`src/rtl/swsbr_pkg.sv`:
```
package swsbr_pkg;

	localparam int unsigned BITS_PER_READ = 8;
	localparam int unsigned CNT_W = 12;
	localparam int unsigned IDX_W = 4;
	localparam int unsigned CFG_IDX_W = 3;

	localparam logic [1:0] OP_TICK  = 2'd0;
	localparam logic [1:0] OP_START = 2'd1;
	localparam logic [1:0] OP_READ  = 2'd2;

	localparam logic [CFG_IDX_W-1:0] REG_START_LOW     = 3'd0;
	localparam logic [CFG_IDX_W-1:0] REG_START_HIGH    = 3'd1;
	localparam logic [CFG_IDX_W-1:0] REG_RESPONSE_WAIT = 3'd2;
	localparam logic [CFG_IDX_W-1:0] REG_RESPONSE_CHK  = 3'd3;
	localparam logic [CFG_IDX_W-1:0] REG_BIT_SAMPLE    = 3'd4;
	localparam logic [CFG_IDX_W-1:0] REG_EDGE_TIMEOUT  = 3'd5;

	localparam logic [CNT_W-1:0] RST_START_LOW     = 12'd1300;
	localparam logic [CNT_W-1:0] RST_START_HIGH    = 12'd30;
	localparam logic [CNT_W-1:0] RST_RESPONSE_WAIT = 12'd40;
	localparam logic [CNT_W-1:0] RST_RESPONSE_CHK  = 12'd80;
	localparam logic [CNT_W-1:0] RST_BIT_SAMPLE    = 12'd40;
	localparam logic [CNT_W-1:0] RST_EDGE_TIMEOUT  = 12'd2000;

	typedef enum logic [3:0] {
		PH_IDLE       = 4'd0,
		PH_DRIVE_LOW  = 4'd1,
		PH_DRIVE_HIGH = 4'd2,
		PH_RESP_WAIT  = 4'd3,
		PH_RESP_CHECK = 4'd4,
		PH_RESP_FALL  = 4'd5,
		PH_BIT_RISE   = 4'd6,
		PH_BIT_SAMPLE = 4'd7,
		PH_BIT_FALL   = 4'd8
	} phase_t;

	typedef struct packed {
		logic [1:0] operation;
		logic       line_level;
	} in_item_t;

	typedef struct packed {
		logic       drive_enable;
		logic       drive_level;
		logic       busy_res;
		logic       done_res;
		logic       response_ok;
		logic [7:0] data_byte;
	} out_item_t;

	typedef struct packed {
		logic [CNT_W-1:0] start_low_us;
		logic [CNT_W-1:0] start_high_us;
		logic [CNT_W-1:0] response_wait_us;
		logic [CNT_W-1:0] response_check_us;
		logic [CNT_W-1:0] bit_sample_us;
		logic [CNT_W-1:0] edge_timeout_us;
	} cfg_regs_t;

	typedef struct packed {
		phase_t           phase;
		logic [CNT_W-1:0] tick_cnt;
		logic [IDX_W-1:0] bit_idx;
		logic [7:0]       shift_byte;
		logic             resp_flag;
	} link_state_t;

endpackage

```
`src/rtl/swsbr_cfg_regs.sv`:
```
module swsbr_cfg_regs import swsbr_pkg::*; (
	input  logic                 clk,
	input  logic                 arst_n,
	input  logic                 wr_en,
	input  logic [CFG_IDX_W-1:0] wr_index,
	input  logic [CNT_W-1:0]     wr_data,
	output cfg_regs_t            regs
);

	cfg_regs_t regs_q;

	always_ff @(posedge clk or negedge arst_n) begin
		if (!arst_n) begin
			regs_q.start_low_us      <= RST_START_LOW;
			regs_q.start_high_us     <= RST_START_HIGH;
			regs_q.response_wait_us  <= RST_RESPONSE_WAIT;
			regs_q.response_check_us <= RST_RESPONSE_CHK;
			regs_q.bit_sample_us     <= RST_BIT_SAMPLE;
			regs_q.edge_timeout_us   <= RST_EDGE_TIMEOUT;
		end else if (wr_en) begin
			case (wr_index)
				REG_START_LOW:     regs_q.start_low_us      <= wr_data;
				REG_START_HIGH:    regs_q.start_high_us     <= wr_data;
				REG_RESPONSE_WAIT: regs_q.response_wait_us  <= wr_data;
				REG_RESPONSE_CHK:  regs_q.response_check_us <= wr_data;
				REG_BIT_SAMPLE:    regs_q.bit_sample_us     <= wr_data;
				REG_EDGE_TIMEOUT:  regs_q.edge_timeout_us   <= wr_data;
				default: ;
			endcase
		end
	end

	assign regs = regs_q;

endmodule

```
`src/rtl/swsbr_step.sv`:
```
module swsbr_step import swsbr_pkg::*; (
	input  link_state_t cur,
	input  in_item_t    item,
	input  cfg_regs_t   regs,
	output link_state_t nxt,
	output out_item_t   result
);

	logic [CNT_W-1:0] cnt_inc;
	logic [CNT_W-1:0] limit;
	logic             reached;
	logic [IDX_W:0]   idx_inc;
	logic             done;

	assign cnt_inc = cur.tick_cnt + 1'b1;
	assign idx_inc = {1'b0, cur.bit_idx} + 1'b1;

	// Only one timed phase is active at a time, so a single comparator serves all.
	always_comb begin
		case (cur.phase)
			PH_DRIVE_LOW:  limit = regs.start_low_us;
			PH_DRIVE_HIGH: limit = regs.start_high_us;
			PH_RESP_WAIT:  limit = regs.response_wait_us;
			PH_RESP_CHECK: limit = regs.response_check_us;
			PH_BIT_SAMPLE: limit = regs.bit_sample_us;
			default:       limit = regs.edge_timeout_us;
		endcase
	end

	assign reached = (cnt_inc >= limit);

	always_comb begin
		nxt  = cur;
		done = 1'b0;
		case (cur.phase)
			PH_IDLE: begin
				if (item.operation == OP_START) begin
					nxt.resp_flag = 1'b0;
					nxt.phase     = PH_DRIVE_LOW;
					nxt.tick_cnt  = '0;
				end else if (item.operation == OP_READ) begin
					nxt.bit_idx    = '0;
					nxt.shift_byte = '0;
					nxt.phase      = PH_BIT_RISE;
					nxt.tick_cnt   = '0;
				end
			end
			PH_DRIVE_LOW, PH_DRIVE_HIGH, PH_RESP_WAIT, PH_RESP_CHECK: begin
				nxt.tick_cnt = cnt_inc;
				if (reached) begin
					nxt.tick_cnt = '0;
					case (cur.phase)
						PH_DRIVE_LOW:  nxt.phase = PH_DRIVE_HIGH;
						PH_DRIVE_HIGH: nxt.phase = PH_RESP_WAIT;
						PH_RESP_WAIT: begin
							nxt.phase = item.line_level ? PH_RESP_FALL : PH_RESP_CHECK;
						end
						default: begin
							if (item.line_level) begin
								nxt.resp_flag = 1'b1;
							end
							nxt.phase = PH_RESP_FALL;
						end
					endcase
				end
			end
			PH_RESP_FALL: begin
				nxt.tick_cnt = cnt_inc;
				if (!item.line_level || reached) begin
					nxt.phase    = PH_IDLE;
					nxt.tick_cnt = '0;
					done         = 1'b1;
				end
			end
			PH_BIT_RISE: begin
				nxt.tick_cnt = cnt_inc;
				if (item.line_level || reached) begin
					nxt.phase    = PH_BIT_SAMPLE;
					nxt.tick_cnt = '0;
				end
			end
			PH_BIT_SAMPLE: begin
				nxt.tick_cnt = cnt_inc;
				if (reached) begin
					nxt.shift_byte = {cur.shift_byte[6:0], item.line_level};
					nxt.phase      = PH_BIT_FALL;
					nxt.tick_cnt   = '0;
				end
			end
			PH_BIT_FALL: begin
				nxt.tick_cnt = cnt_inc;
				if (!item.line_level || reached) begin
					nxt.tick_cnt = '0;
					if (idx_inc >= (IDX_W+1)'(BITS_PER_READ)) begin
						nxt.bit_idx = '0;
						nxt.phase   = PH_IDLE;
						done        = 1'b1;
					end else begin
						nxt.bit_idx = idx_inc[IDX_W-1:0];
						nxt.phase   = PH_BIT_RISE;
					end
				end
			end
			default: begin
				nxt.phase    = PH_IDLE;
				nxt.tick_cnt = '0;
			end
		endcase
	end

	always_comb begin
		result.drive_enable = (nxt.phase == PH_DRIVE_LOW) || (nxt.phase == PH_DRIVE_HIGH);
		result.drive_level  = (nxt.phase == PH_DRIVE_HIGH);
		result.busy_res     = (nxt.phase != PH_IDLE);
		result.done_res     = done;
		result.response_ok  = nxt.resp_flag;
		result.data_byte    = nxt.shift_byte;
	end

endmodule

```
`src/rtl/single_wire_sensor_byte_reader.sv`:
```
// Master side of a single-wire humidity sensor link. Each input beat is one
// microsecond tick carrying an operation code and the sampled line level;
// each input beat produces exactly one output beat with the line drive
// controls, the busy and done flags, the sensor response flag and the shift
// byte. The block takes one beat per clock cycle when the output side is not
// stalled: a beat is held in the input register, then the step logic
// updates the link state and loads the output register, which presents the
// result on the output. Throughput is set only by the output register; the
// input stalls only while a finished result is held there and the input
// register is occupied. Configuration writes are always ready and take effect
// at once; they should only be issued while no beat is in flight.
module single_wire_sensor_byte_reader import swsbr_pkg::*; (
	input  logic                 clk,
	input  logic                 arst_n,
	input  logic                 in_valid,
	output logic                 in_stall,
	input  in_item_t             in_item,
	output logic                 out_valid,
	input  logic                 out_stall,
	output out_item_t            out_item,
	input  logic                 cfg_valid,
	output logic                 cfg_ready,
	input  logic [CFG_IDX_W-1:0] cfg_index,
	input  logic [CNT_W-1:0]     cfg_data
);

	cfg_regs_t   regs;
	link_state_t state_q;
	link_state_t state_next;
	out_item_t   step_result;

	logic        valid_s1;
	in_item_t    item_s1;
	logic        out_valid_q;
	out_item_t   out_item_q;
	logic        advance;

	// The register file never pushes back.
	assign cfg_ready = 1'b1;

	swsbr_cfg_regs u_cfg_regs (
		.clk      (clk),
		.arst_n   (arst_n),
		.wr_en    (cfg_valid),
		.wr_index (cfg_index),
		.wr_data  (cfg_data),
		.regs     (regs)
	);

	// The output register can take a new result when it is empty or being drained.
	assign advance  = !out_valid_q || !out_stall;
	assign in_stall = valid_s1 && !advance;

	always_ff @(posedge clk or negedge arst_n) begin
		if (!arst_n) begin
			valid_s1 <= 1'b0;
		end else if (!in_stall) begin
			valid_s1 <= in_valid;
		end
	end

	always_ff @(posedge clk) begin
		if (!in_stall && in_valid) begin
			item_s1 <= in_item;
		end
	end

	swsbr_step u_step (
		.cur    (state_q),
		.item   (item_s1),
		.regs   (regs),
		.nxt    (state_next),
		.result (step_result)
	);

	// The link state moves only when a beat leaves the input register.
	always_ff @(posedge clk or negedge arst_n) begin
		if (!arst_n) begin
			state_q.phase      <= PH_IDLE;
			state_q.tick_cnt   <= '0;
			state_q.bit_idx    <= '0;
			state_q.shift_byte <= '0;
			state_q.resp_flag  <= 1'b0;
		end else if (valid_s1 && advance) begin
			state_q <= state_next;
		end
	end

	always_ff @(posedge clk or negedge arst_n) begin
		if (!arst_n) begin
			out_valid_q <= 1'b0;
		end else if (advance) begin
			out_valid_q <= valid_s1;
		end
	end

	always_ff @(posedge clk) begin
		if (advance && valid_s1) begin
			out_item_q <= step_result;
		end
	end

	assign out_valid = out_valid_q;
	assign out_item  = out_item_q;

endmodule

```
`config.mk`:
```
export PLATFORM = sky130hd
export DESIGN_NAME = single_wire_sensor_byte_reader
export DESIGN_NICKNAME = d
export VERILOG_FILES = /design/src/rtl/swsbr_pkg.sv /design/src/rtl/swsbr_cfg_regs.sv /design/src/rtl/swsbr_step.sv /design/src/rtl/single_wire_sensor_byte_reader.sv
export SDC_FILE = /design/constraint.sdc
export NUM_CORES = 1
export LEC_CHECK = 0
export BUFFER_PORTS_ARGS = -buffer_cell sky130_fd_sc_hd__buf_2
export CAP_MARGIN = 15
export CORE_MARGIN = 10
export CORE_UTILIZATION = 45
export DETAILED_ROUTE_END_ITERATION = 16
export PLACE_DENSITY = 0.69
export REMOVE_ABC_BUFFERS = 1
export SLEW_MARGIN = 20
export SYNTH_ARGS = -nofsm -noshare
export SYNTH_HDL_FRONTEND = slang
export SYNTH_SLANG_ARGS = --single-unit
```
`constraint.sdc`:
```
create_clock -name clk -period 4 [get_ports clk]
set_input_delay 0.2 -clock clk [delete_from_list [all_inputs] [get_ports clk]]
set_output_delay 0.2 -clock clk [all_outputs]
set_load 0.1 [all_outputs]
```
==> metrics.csv <==
metric,value,unit
WP data arrival,3.90,ns
Slew Limit Fails,0,
power share of the sequential group,35.9,%
Core Area,0.0128,mm2
fmax,267,MHz
initial antenna violation count,0,
Worst Clk Skew,0.00870,ns
Antenna Nets Post-Route,0,
worst vdd ir,0.288,mV
Mapped Area,0.00594,mm2
CTS sink cnt,119,
"CTS clk-pin slew, worst paths",0.06,ns
antenna cells,0,
Max Fanout on Critical Path,16,
worst-margin pin slew,1.11,ns
GRT Total Usage,15.6,%
# rows,41,
Die W,135,um
Vias,4208,
register area share after synthesis,51.9,%
Root Driver,clkbuf_16,
layout cell share with drive strength beyond 1,36.9,%
number of distinct library cells after synthesis,58,
first-pass GRT wire length,22.4,mm
gp weighted congestion,0.873,
Post-synth EDFFs,16,
combinational share of power,29.8,%
sw power,1480,uW
DRC Markers,0,
"Top FF cell, synth",dfrtp_1,
drt wl/cell,18.2,um
final period utilization,93.7,%
pre-CTS setup slack,0.212,ns
unrepaired setup endpoints after global routing,false,
Cells after Synth,511,
Die Span Y,135,um
Yosys Warn Count,0,
setup TNS,0,ns
# H-tree levels,4,
Rel. slew slack,25.9,%
setup bufs post-CTS,0,
status,completed,
CP endpoint kind,register,
Sw Share,32.5,%
Worst setup SP type,register,
"Core Util, Final",55.6,%
Die Area,0.0182,mm2
Vias/cell,5.62,
pwr dens,639,mW/mm2
final hold vios,0,
Worst Setup Path Type,register to register,
1st-iter DRT viols,320,
syn avg cell area,11.6,um2
TritonCTS buffer count,17,
cell-internal power,3060,uW
worst hold path class,input pin to register,
Pre-antenna DRT Iters,5,
clock buffer depth,2,
final critical-path required period,3.75,ns
HPWL after DPL,9.10,mm
Initial Utilization,46.5,%
Pleak,0.00304,uW
Inst Count DP,712,
Synth async-reset ratio,86.6,%
Top Ports,39,
PnR Total Power,4540,uW
WP data required,4.15,ns
final worst setup slack,0.252,ns
area delta synth->final,19.5,%
Clk pwr share,34.4,%
Non-Filler Instances,749,
Setup Viol. Count Final,0,
post-synthesis register bit count,119,
vias in the first global route,4363,
largest net degree at the start of global routing,76,
grt ovf,0,
TritonCTS clock tree,yes,
latest clock arrival within the worst-skew pair,0.42,ns
final net count,602,
final wirelength,13.6,mm
Max-cap violations,0,
I/O Buffers,37,
final timing paths:
| kind | end | slack, ns | startpoint | cells after the start |
|---|---|---|---|---|
| min in group asynchronous | out_valid$_DFFE_PN0N_ | 0.48 | arst_n | 2 |
| hold / removal | out_valid$_DFFE_PN0N_ | 0.03 | out_stall | 2 |
| hold reg to reg | out_valid$_DFFE_PN0N_ | 0.47 | valid_s1$_DFFE_PN0N_ | 1 |
| setup / recovery | out_item[10]$_DFFE_PP_ | 0.25 | state_q[25]$_DFFE_PN0P_ | 15 |
| setup reg to reg | out_item[10]$_DFFE_PP_ | 0.25 | state_q[25]$_DFFE_PN0P_ | 15 |
| max in group asynchronous | u_cfg_regs.regs[70]$_DFFE_PN1P_ | 2.51 | arst_n | 3 |
sequential cells by signal, summed over array words and instances, names as in the netlist:
name,cells
u_cfg_regs.regs,72
item_s1,3
out_item,13
valid_s1,1
out_valid,1
state_q,29
cells by family (layout without fill, tap and decap cells):
family	Yosys count	after routing	synth area share, %
and+or+nand+nor	124	124	10.7
DFF	119	119	51.9
AOI/OAI and AO/OA	118	118	13.4
muxes	88	88	16.6
buffers and inverters	35	101	2.51
adders and majority gates	15	15	3.16
xor gates and xnor gates	11	11	1.62
other	1	1	0.0631
cells in the mapped netlist, types with 7 or more instances:
| cell | instances | area (um2) |
|---|---|---|
| a21oi_1 | 25 | 125 |
| a22oi_1 | 22 | 165 |
| a32o_1 | 9 | 90.1 |
| clkbuf_1 | 20 | 75.1 |
| dfrtp_1 | 83 | 2080 |
| dfstp_2 | 20 | 526 |
| edfxtp_1 | 16 | 480 |
| ha_1 | 15 | 188 |
| inv_1 | 7 | 26.3 |
| mux2_2 | 85 | 957 |
| nand2_1 | 46 | 173 |
| nand2b_1 | 11 | 68.8 |
| nand3_1 | 11 | 55.1 |
| nor2_1 | 17 | 63.8 |
| nor3_1 | 9 | 45.0 |
| o21ai_0 | 32 | 160 |
layout make-up:
type                       instances  area [um2]
fill                            1062        5670
sequential                       119        3080
multi-input combinational        357        2780
clock buffer                      23         488
timing repair buffer              62         388
tap                              172         215
clock inverter                     9         121
inverter                           7        26.3
critical path: stages, from the launching register on:
cell and delay [ns]:
dfrtp_1 0.55, buf_4 0.28, buf_4 0.24, mux2_2 0.36, a22oi_1 0.15, o21ai_0 0.13
a21oi_1 0.15, ha_1 0.16, a21oi_1 0.06, o21ai_0 0.18, a21oi_1 0.09, buf_4 0.16
and2_1 0.18, a211o_1 0.35, nor4_4 0.30, nand4bb_1 0.14
per-layer routing:
layer	up-vias	global-route usage, %	wire, um
met3	16	5.30	685
met2	101	24.9	6640
li1	1983	-	-
met4	0	5.08	157
met1	2108	19.5	6160
met5	-	0	0
power groups by stage:
stage | Combinational, uW | Clock [uW] | Sequential, uW
finish | 1350 | 1560 | 1630
global route | 1490 | 1650 | 1650
CTS | 1330 | 1590 | 1620
detailed placement | 1320 | 0 | 1640
global placement | 1290 | 0 | 1630
floorplan | 747 | 0 | 1800
stage by stage:
step | hold slack (ns) | cell area (um2)
global placement | 0.379 | 6400
finish | 0.0262 | 7100
CTS | 0.00911 | 7070
floorplan | -0.0956 | 5820
global route | 0.0251 | 7100
detailed placement | 0.379 | 6410
what timing repair did:
action / 4_1_cts / 5_1_grt
hold buffers: 5 / 0
setup endpoints to repair: 0 / 12
hold endpoints to repair: 61 / 0
gates resized for setup: 0 / 6
cells in the final DEF (no fill, tap or decap), types with 3 or more instances in the layout:
master         instances
a22oi_1               22
ha_1                  15
or2_2                  3
buf_4                 21
nor2_1                15
nor3_1                 6
a32o_1                 9
dlygate4sd3_1          5
nand2_1               46
o21ai_0               32
nand2b_1              11
o21ai_1                3
dfrtp_1               83
buf_2                 36
nor2b_1                6
xor2_1                 6
clkbuf_8               4
nor3_2                 3
clkinv_2               5
a31oi_1                5
a21oi_1               25
edfxtp_1              16
nand3_1               11
inv_1                  7
o31ai_1                3
bufinv_16              3
dfstp_2               20
mux2i_1                3
and2_1                 3
xnor2_1                5
mux2_2                85
clkbuf_16             17
No activity file was read; power rests on OpenSTA's default activity.
